<file path="config.mk">
export PLATFORM = sky130hd
export DESIGN_NAME = mslin_div
export DESIGN_NICKNAME = d
export VERILOG_FILES = /design/src/rtl/map_stack_linear_interpolator_macros.svh /design/src/rtl/mslin_pkg.sv /design/src/rtl/mslin_div.sv
export SDC_FILE = /design/constraint.sdc
export NUM_CORES = 1
export LEC_CHECK = 0
export BUFFER_PORTS_ARGS = -buffer_cell sky130_fd_sc_hd__buf_2
export CORE_ASPECT_RATIO = 1.4
export CORE_UTILIZATION = 62
export CTS_CLUSTER_SIZE = 20
export DETAILED_ROUTE_END_ITERATION = 12
export PLACE_DENSITY = 0.87
export SLEW_MARGIN = 10
export SYNTH_ARGS = -nofsm -noshare
export SYNTH_HDL_FRONTEND = slang
export SYNTH_SLANG_ARGS = --single-unit
</file>
<file path="constraint.sdc">
create_clock -name i_clk -period 9.14 [get_ports i_clk]
set_input_delay 1.828 -clock i_clk [delete_from_list [all_inputs] [get_ports i_clk]]
set_output_delay 1.828 -clock i_clk [all_outputs]
set_load 0.05 [all_outputs]
</file>
<file path="src/rtl/map_stack_linear_interpolator_macros.svh">
// map_stack_linear_interpolator_macros.svh
// Assertion macros for the map stack interpolator; ASSERT_OFF drops them all.
// Needs nothing else; include it where the assertions sit.
`ifndef MAP_STACK_LINEAR_INTERPOLATOR_MACROS_SVH
`define MAP_STACK_LINEAR_INTERPOLATOR_MACROS_SVH
`ifndef ASSERT_OFF
// Check a property at every rising clock edge outside reset.
`define MSLIN_ASSERT(label, clk, rst_n, prop, msg) \
    label: assert property (@(posedge clk) disable iff (!rst_n) (prop)) else $error(msg);
// Check that a condition never holds outside reset.
`define MSLIN_NEVER(label, clk, rst_n, cond, msg) \
    label: assert property (@(posedge clk) disable iff (!rst_n) !(cond)) else $error(msg);
`else
`define MSLIN_ASSERT(label, clk, rst_n, prop, msg)
`define MSLIN_NEVER(label, clk, rst_n, cond, msg)
`endif
`endif

</file>
<file path="src/rtl/mslin_pkg.sv">
`timescale 1ns / 1ps
// mslin_pkg: widths, sizes, codes and divider handshake types of the map stack interpolator.
// No dependencies; compile first.
package mslin_pkg;

    localparam int NUM_ANGLES  = 16;
    localparam int MAP_ROWS    = 8;
    localparam int MAP_COLS    = 8;
    localparam int CELL_SLOTS  = 64;
    localparam int RAW_CELLS   = MAP_ROWS * MAP_COLS;
    localparam int MAP_CELLS   = (RAW_CELLS > CELL_SLOTS) ? CELL_SLOTS : RAW_CELLS;

    localparam int ACT_W       = 2;
    localparam int ENTRY_W     = 4;
    localparam int CELL_W      = 6;
    localparam int VAL_W       = 32;
    localparam int CNT_W       = 5;
    localparam int FRAC_W      = 16;
    localparam int DIV_CNT_W   = $clog2(FRAC_W);
    localparam int STORE_DEPTH = NUM_ANGLES * CELL_SLOTS;
    localparam int STORE_AW    = ENTRY_W + CELL_W;
    localparam int PROD_W      = VAL_W + FRAC_W + 2;

    typedef logic [ACT_W-1:0] t_action;

    localparam t_action ACT_WR_ANGLE = 2'd0;
    localparam t_action ACT_WR_CELL  = 2'd1;
    localparam t_action ACT_QUERY    = 2'd2;

    localparam logic STAT_OK    = 1'b0;
    localparam logic STAT_EMPTY = 1'b1;

    localparam logic [CELL_W-1:0] LAST_CELL = CELL_W'(MAP_CELLS - 1);

    typedef struct packed {
        logic              start;
        logic [VAL_W-1:0]  num;
        logic [VAL_W-1:0]  den;
    } t_div_req;

    typedef struct packed {
        logic              done;
        logic [FRAC_W-1:0] quot;
    } t_div_rsp;

endpackage

</file>
<file path="src/rtl/mslin_div.sv">
`timescale 1ns / 1ps
// mslin_div: restoring divider, one quotient bit per cycle, for the Q0.16 blend weight.
// Depends on mslin_pkg; needs num < den so the quotient fits FRAC_W bits.
module mslin_div import mslin_pkg::*; (
    input  logic     i_clk,
    input  logic     i_rst_n,
    input  t_div_req i_req,
    output t_div_rsp o_rsp
);

    logic                 r_busy;
    logic                 r_done;
    logic [DIV_CNT_W-1:0] r_cnt;
    logic [VAL_W-1:0]     r_rem;
    logic [VAL_W-1:0]     r_den;
    logic [FRAC_W-1:0]    r_quot;

    logic [VAL_W:0]       rem2;
    logic [VAL_W:0]       rem_sub;
    logic                 take;

    always_comb begin
        rem2    = {r_rem, 1'b0};
        rem_sub = rem2 - {1'b0, r_den};
        take    = (rem2 >= {1'b0, r_den});
    end

    always_ff @(posedge i_clk) begin
        if (!i_rst_n) begin
            r_busy <= 1'b0;
            r_done <= 1'b0;
        end else begin
            r_done <= 1'b0;
            if (i_req.start) begin
                r_busy <= 1'b1;
                r_cnt  <= '0;
                r_rem  <= i_req.num;
                r_den  <= i_req.den;
            end else if (r_busy) begin
                // shift in one bit, subtract when it fits
                r_rem  <= take ? rem_sub[VAL_W-1:0] : rem2[VAL_W-1:0];
                r_quot <= {r_quot[FRAC_W-2:0], take};
                r_cnt  <= r_cnt + 1'b1;
                if (r_cnt == DIV_CNT_W'(FRAC_W - 1)) begin
                    r_busy <= 1'b0;
                    r_done <= 1'b1;
                end
            end
        end
    end

    assign o_rsp.done = r_done;
    assign o_rsp.quot = r_quot;

endmodule
</file>
Word level (Yosys, flattened, before mapping)
Index checks and enable logic that the tools add are counted.
{"block": "totals", "reg_bits": 86, "inputBits": 67, "output_inout_bits": 17, "elab_cells": 26}
{"block": "op_classes", "add_sub_neg": 2, "order_cmp": 1, "eq_ne": 1, "muxes": 8, "bitwise_logic": 3, "n_reduce_logical": 5}
{"operator": "two-way mux 32 bit", "n": 3}
{"operator": ">= comparator 33 x 32 -> 1 bit", "n": 1}
{"operator": "subtractor 32 bit", "n": 1}
{"operator": "adder 4 x 1 -> 4 bit (second input constant)", "n": 1}
{"operator": "== test 4 bit (second input constant)", "n": 1}
{"operator": "two-way mux 1 bit", "n": 4}
{"operator": "two-way mux 4 bit", "n": 1}
{"operator": "AND reduction 2 bit", "n": 2}
{"operator": "NOT 1 bit", "n": 3}
{"operator": "AND reduction 3 bit", "n": 1}
{"operator": "OR reduction 3 bit", "n": 1}
{"operator": "nonzero test 2 bit", "n": 1}

Logic depth before layout (Yosys ltp)
Gate-level depths: netlist of run 1.
{"block": "logic_depth", "depth_word": 4, "ltp_mapped": 13, "mapped_depth_nobuf": 12}

Worst setup path before layout of run 1
OpenSTA, ideal clock, no wires.
{"block": "synth_timing", "kind": "input -> register", "start": "in i_req[64] (netlist name)", "end": "reg r_cnt[0], enable pin", "arrival_ns": 3.064, "t_required_ns": 8.744, "path_slack_ns": 5.680, "stages": 2, "path_buffers": 1, "path_cell_list": "clkbuf_1 o21a_1"}
{"block": "synth_between", "elab_chain_len": 2}
{"item": "start: declaration", "line": "mslin_div.sv:7", "source": "input t_div_req i_req,"}
{"item": "nonzero test 2 bit (no line)"}
{"item": "AND reduction 2 bit (no line)"}
{"item": "end signal: assignment", "line": "mslin_div.sv:43", "source": "r_cnt <= r_cnt + 1'b1;"}
{"item": "end: declaration", "line": "mslin_div.sv:13", "source": "logic [DIV_CNT_W-1:0] r_cnt;"}
No other way between the ends.
A chain may end at the register's enable or synchronous reset.

Worst setup path after layout of run 1
{"block": "layout_timing", "start": "reg r_rem[19]", "end": "reg r_rem[24], data pin"}
{"block": "layout_between", "elab_chain_len": 4}
{"item": "start: declaration", "line": "mslin_div.sv:14", "source": "logic [VAL_W-1:0] r_rem;"}
{"item": "start signal: assignment", "line": "mslin_div.sv:37", "source": "r_rem <= i_req.num;"}
{"item": "start signal: assignment", "line": "mslin_div.sv:41", "source": "r_rem <= take ? rem_sub[VAL_W-1:0] : rem2[VAL_W-1:0];"}
{"item": "subtractor 32 bit or >= comparator 33 x 32 -> 1 bit (tied branches)", "line": "mslin_div.sv:24, mslin_div.sv:25"}
{"item": "two-way mux 32 bit *", "line": "mslin_div.sv:41"}
{"item": "two-way mux 32 bit *", "line": "mslin_div.sv:39", "source": "end else if (r_busy) begin"}
{"item": "two-way mux 32 bit *", "line": "mslin_div.sv:34", "source": "if (i_req.start) begin"}
Every way passes the cells marked *; elsewhere a longest branch is shown, timed or not. The select of a mux whose other input is x is not followed.

==> impl_metrics.yaml, run 1 <==
worst_setup_path:
  worstPathRequired_ns: 9.24
  crit_type: "reg -> reg"
  setup.worst_path.start_class: "register"
  cpPeakStageDelay_ns: 0.49
  cp-end-kind: "register"
  crit_path_cell_trace: "ha_1 -> a21oi_4 -> o21ai_2 -> a211oi_2 -> o21ai_1 -> a221o_1 -> a31o_1 -> a31oi_4 -> inv_4 -> mux2_4 -> mux2_2"
  slowest_stage: "a31oi_4"
  worstPathArrival_ns: 3.96
  cp_max_fo: 27
power_and_ir_drop:
  p_per_area_mw_per_mm2: 202
  ir_worst_vdd_mv: 0.131
  p_leak_nw: 2.56
sta:
  fin_setup_tns_ns: 0
  setup_violations: 0
  slew_headroom_pct: 28.8
  fmaxAchievable_mhz: 259
  final_hold_viol_count: 0
  min_period_ns: 3.86
  rsz0062_at_grt: "no"
  worst_slack_ns: 5.28
  skew_ns: 0.0110
  drv_slew: 0
  fin_hold_ws_ns: 0.448
  period_share_pct: 42.2
  worstMarginPinSlew_ns: 1.07
clock_tree:
  cts_sinks: 86
  post_cts_buffers: 0
  postCtsResizedCells: 0
  cts_tree: "built"
  clk-insertion-delay-late_ns: 0.35
  root_buffer: "clkbuf_16"
  numCtsBuffers: 9
  hold_buffers: 0
  clk_path_buf_depth: 2
  h-tree-depth: 3
  path_clk_slew_ns: 0.07
routing:
  dr_total_vias: 3956
  drtAntennaViolNets: 0
  routed_wl_um: 11800
  met3WireLength_um: 710
  drt_pre_antenna_iters: 5
  route.detailed.drc: 0
  wl_per_cell_um: 18.2
  highest_layer: "met4"
  wl_met2_um: 6320
  viasPerCell: 6.13
  drt-met1-wl_um: 4260
  drtIter0Drc: 320
cells_and_area:
  layout_commonest_cell: "edfxtp_1"
  layout-drive-gt1-share_pct: 26.9
  nets: 639
  layout_common_cells: "84 x edfxtp_1, 83 x buf_2, 42 x inv_1"
  fill_cells: 571
  area_delta_synth_final_pct: 14.8
  diodes: 0
grt:
  grt_util_all_layers_pct: 28.0
  grt_pass1_wl_um: 18700
  grt_max_degree: 57
  antenna_found_initial: 0
  overflow: 0
  first_global_vias: 4104
die:
  rows: 39
  core-area_mm2: 0.00820
  die_x_um: 79.9
  ios: 84
  chipHeight_um: 111
  initial_core_util_pct: 64.3
  dieArea_mm2: 0.00887
placed_design:
  pre_cts_ws_ns: 5.32
  post-dp-hpwl_um: 8190
  port_buffers: 83
  gp_congestion: 0.918
logic_synthesis:
  synthFlopType: "edfxtp_1"
  synthesis.nets: 561
  netlist_area_mm2: 0.00527
  ys_seq_area_share_pct: 48.6
  ys_warn_count: 0
  syn_avg_cell_area_um2: 11.5
  synthTopCellsByArea: "edfxtp_1 48%, ha_1 7.8%, mux2_2 5.6%"
  synth_top_area_cell: "edfxtp_1"
  ys_seq_elements: 86
  async_reset_ff_share_pct: 0
  syn_inst: 460
  synth_top_area_share_pct: 47.9
  ys_types: 55
  synth_enable_flop_cells: 84
flow_run:
  cap_violations: 0
status:
  outcome: "finished, final reports clean"
min_path:
  hold_path_class: "reg -> reg"
## final cells by class
type	count	area (µm²)	share of cell area, %
clock inverter	6	68.8	1.14
inverter	43	164	2.71
tap	102	128	2.11
multi-input combinational	313	2460	40.6
timing repair buffer	85	430	7.11
sequential	86	2560	42.4
clock buffer	10	239	3.95
## layer usage
layer | vias to the layer above | global-route usage [%]
li1 | 1859 | -
met1 | 1858 | 30.8
met2 | 188 | 49.9
met3 | 51 | 4.86
met4 | 0 | 14.6
met5 | - | 0
## report_power, final
part | internal [W] | leakage [nW] | switching (W) | total, W
Combinational | 0.000168 | 1.62 | 0.000190 | 0.000358
Sequential | 0.000474 | 0.807 | 0.0000155 | 0.000489
Clock | 0.000220 | 0.137 | 0.000157 | 0.000378
Total | 0.000861 | 2.56 | 0.000363 | 0.00122
## critical path: cells and delay by family (launching register included)
| family | cells | cell delay, ns |
|---|---|---|
| compound gates | 7 | 1.82 |
| fa+ha+maj | 1 | 0.43 |
| buf+inv | 1 | 0.28 |
| flops | 1 | 0.42 |
| mux | 2 | 0.64 |
## final timing paths
| path | to | slack, ns | depth (start not counted) | start |
|---|---|---|---|---|
| max | r_rem[24] | 5.28 | 11 | r_rem[19] |
| min | r_quot[7] | 0.45 | 0 | r_quot[6] |
| max reg2reg | r_rem[24] | 5.28 | 11 | r_rem[19] |
| min reg2reg | r_quot[7] | 0.45 | 0 | r_quot[6] |
## sequential cells by signal, summed over array words and instances (netlist names)
signal and count:
r_busy 1, r_cnt 4, r_den 32, r_done 1, r_quot 16, r_rem 32
## metrics by stage
step | util, % | cells | total power, W | area (µm²)
2_1_floorplan | - | 460 | 0.000768 | 5270
3_3_place_gp | 70.0 | 629 | 0.000828 | 5740
3_5_place_dp | 70.0 | 629 | 0.000845 | 5740
4_1_cts | 73.8 | 645 | 0.00122 | 6050
5_1_grt | 73.8 | 645 | 0.00127 | 6050
6_report | 73.8 | 645 | 0.00122 | 6050
## synth_stat cells, types with 2 or more instances
library cell	number
mux2_4	11
a211oi_1	4
nor3b_1	4
and2_1	5
xor2_1	12
inv_1	42
nand3_1	5
a21o_1	14
nand2b_1	2
clkbuf_1	14
ha_1	33
nor2b_1	12
mux2_2	26
o21ai_1	2
a21oi_1	28
nand2_1	33
edfxtp_1	84
nor2_1	17
o21bai_1	2
a221o_1	5
nor3_1	6
xnor2_1	18
o21a_1	7
and4_1	2
o31ai_1	5
dfxtp_1	2
o2111ai_1	2
a311oi_1	2
a2bb2oi_1	3
mux2i_1	4
o311ai_0	2
nand4_1	8
buf_6	2
a31oi_1	5
o211ai_1	2
and3_1	3
o21ai_0	11
a221oi_1	3
nand3b_1	2
## cell families after synthesis
kind of cell	after synthesis	synth area share (%)
and+or+nand+nor	101	9.60
adders and majority gates	34	8.22
DFF	86	48.6
buffers and inverters	61	4.75
muxes	41	9.45
AOI/OAI and AO/OA	107	14.3
xor gates and xnor gates	30	4.99
Power figures use the tool's default switching activity.
==> run 2: changes to the inputs <==
Settings changed: ABC_AREA set to 1, CORE_UTILIZATION 62 to 59, PLACE_DENSITY 0.87 to 0.82.
Clock period 9.14 ns to 3.85 ns, I/O delays scaled along.
==> run 2 against run 1 <==
  * Cell count up 68%
  * Clock-buffer cell count down 1
  * Die area up 23%
  * Combinational power rose to 2.9 times the previous value
  * First-iteration DRC count up 5.3%
  * Critical endpoint is now r_rem[0]
  * Largest cell class is now multi-input gates
  * Highest routed layer unchanged
==> impl_metrics.yaml, run 2 <==
status:
  outcome: "finished, final reports clean"
sta:
  min_period_ns: 2.79
  worst_slack_ns: 1.06
  setup_violations: 0
  fin_setup_tns_ns: 0
  rsz0062_at_grt: "no"
  period_share_pct: 72.6
  fmaxAchievable_mhz: 358
  final_hold_viol_count: 0
  slew_headroom_pct: 48.8
  worstMarginPinSlew_ns: 0.768
  skew_ns: 0.00929
  drv_slew: 0
flow_run:
  cap_violations: 0
worst_setup_path:
  path_common_cell: "nand2_1"
  setup.worst_path.start_class: "register"
  cp-end-kind: "register"
  crit_path_cell_trace: "ha_1 -> nand2_1 -> inv_2 -> a21oi_2 -> nand2_1 -> nand2_1 -> nand2_1 -> nor2_2 -> buf_12 -> nand2_4 -> nand3_1 -> nand2_1"
  worstPathArrival_ns: 2.90
  crit_type: "reg -> reg"
  slowest_stage: "edfxtp_1"
  worstPathRequired_ns: 3.95
  cp_max_fo: 33
  cpPeakStageDelay_ns: 0.43
logic_synthesis:
  synth_enable_flop_cells: 84
  syn_inst: 860
  synth_top_area_cell: "edfxtp_1"
  synth_top_area_share_pct: 40.8
  ys_warn_count: 0
  netlist_area_mm2: 0.00618
  synth_common_cells: "340 x nand2_1, 164 x inv_1, 84 x edfxtp_1"
  ys_seq_elements: 86
  ys_seq_area_share_pct: 41.5
  async_reset_ff_share_pct: 0
  synthFlopType: "edfxtp_1"
  ys_types: 32
  synthesis.nets: 961
  yosysMostFrequentCell: "nand2_1"
  synthTopCellsByArea: "edfxtp_1 41%, nand2_1 21%, inv_1 10%"
  syn_avg_cell_area_um2: 7.18
clock_tree:
  clk-insertion-delay-late_ns: 0.35
  postCtsResizedCells: 0
  cts_sinks: 86
  numCtsBuffers: 9
  post_cts_buffers: 0
  hold_buffers: 0
  cts_tree: "built"
  h-tree-depth: 3
  root_buffer: "clkbuf_16"
  path_clk_slew_ns: 0.07
  clk_path_buf_depth: 2
cells_and_area:
  fin_util_pct: 69.7
  reg_top3: "r_den: 32 flops, r_rem: 32 flops, r_quot: 16 flops"
  fill_cells: 904
  diodes: 0
  layout-drive-gt1-share_pct: 12.0
  layout_commonest_cell: "nand2_1"
  layout_common_cells: "340 x nand2_1, 164 x inv_1, 84 x edfxtp_1"
  stdcell_count: 1084
  area_delta_synth_final_pct: 13.5
  nets: 1045
die:
  initial_core_util_pct: 61.4
  core-area_mm2: 0.0101
  rows: 43
  die_x_um: 88.5
  chipHeight_um: 123
  ios: 84
  dieArea_mm2: 0.0109
routing:
  drtAntennaViolNets: 0
  route.detailed.drc: 0
  drt_pre_antenna_iters: 5
  dr_total_vias: 5597
  routed_wl_um: 16200
  drtIter0Drc: 337
  wl_per_cell_um: 15.0
  viasPerCell: 5.16
grt:
  grt_max_degree: 39
  grt_util_all_layers_pct: 31.7
  grt_pass1_wl_um: 25500
  first_global_vias: 5475
  antenna_found_initial: 0
  overflow: 0
placed_design:
  gp_congestion: 0.984
  port_buffers: 83
  placed_cells: 1068
  pre_cts_ws_ns: 1.09
  post-dp-hpwl_um: 12400
min_path:
  hold_path_class: "reg -> reg"
power_and_ir_drop:
  p_per_area_mw_per_mm2: 432
  p_leak_nw: 3.72
  ir_worst_vdd_mv: 0.304
run 2: kinds of logic (layout without fill, tap and decap cells):
group / after synthesis / count (layout) / share of synthesized area [%]
buffers and inverters: 185 / 274 / 11.8
adder cells (fa/ha/maj): 34 / 34 / 7.01
flip-flops: 86 / 86 / 41.5
AO/OA/AOI/OAI: 29 / 29 / 2.65
AND/OR/NAND/NOR: 512 / 512 / 35.1
XOR/XNOR: 14 / 14 / 1.98
run 2: final cells by class:
| type | instances | area [µm²] | share of cell area, % |
|---|---|---|---|
| tap | 135 | 169 | 2.41 |
| multi-input combinational | 589 | 2890 | 41.2 |
| clock buffer | 9 | 225 | 3.21 |
| timing repair buffer | 90 | 480 | 6.85 |
| inverter | 168 | 631 | 8.99 |
| sequential | 86 | 2560 | 36.5 |
| clock inverter | 7 | 56.3 | 0.803 |
run 2: layer usage:
metal | share of wire, % | GRT usage (%) | vias up
li1 | - | - | 2853
met1 | 42 | 38.8 | 2525
met2 | 50 | 55.2 | 190
met3 | 5.0 | 4.21 | 29
met4 | 2.9 | 13.8 | 0
met5 | 0 | 0 | -
run 2: worst paths after layout:
| path | start | endpoint | slack [ns] | depth (start not counted) |
|---|---|---|---|---|
| setup reg to reg | r_rem[22] | r_rem[0] | 1.06 | 12 |
| setup / recovery | r_rem[22] | r_rem[0] | 1.06 | 12 |
| hold reg to reg | r_quot[4] | r_quot[5] | 0.45 | 0 |
| hold / removal | r_quot[4] | r_quot[5] | 0.45 | 0 |
run 2: through the flow:
stage / area (µm²) / hold slack (ns) / total power, W
6_report: 7010 / 0.447 / 0.00303
5_1_grt: 7010 / 0.465 / 0.00320
4_1_cts: 7010 / 0.449 / 0.00303
3_5_place_dp: 6730 / 0.430 / 0.00221
3_3_place_gp: 6730 / 0.427 / 0.00219
2_1_floorplan: 6180 / 0.469 / 0.00193
run 2: critical path: cells and delay by family, from the launching register on:
kind / cells / cell delay [ns]
buf+inv: 2 / 0.29
simple gates: 8 / 1.23
flops: 1 / 0.43
fa+ha+maj: 1 / 0.41
compound gates: 1 / 0.17
run 2: power breakdown:
| part | leakage [nW] | total, W | switching, W | internal, W |
|---|---|---|---|---|
| clock network | 0.130 | 0.000825 | 0.000381 | 0.000444 |
| logic | 2.78 | 0.00104 | 0.000672 | 0.000364 |
| registers | 0.813 | 0.00117 | 0.0000360 | 0.00113 |
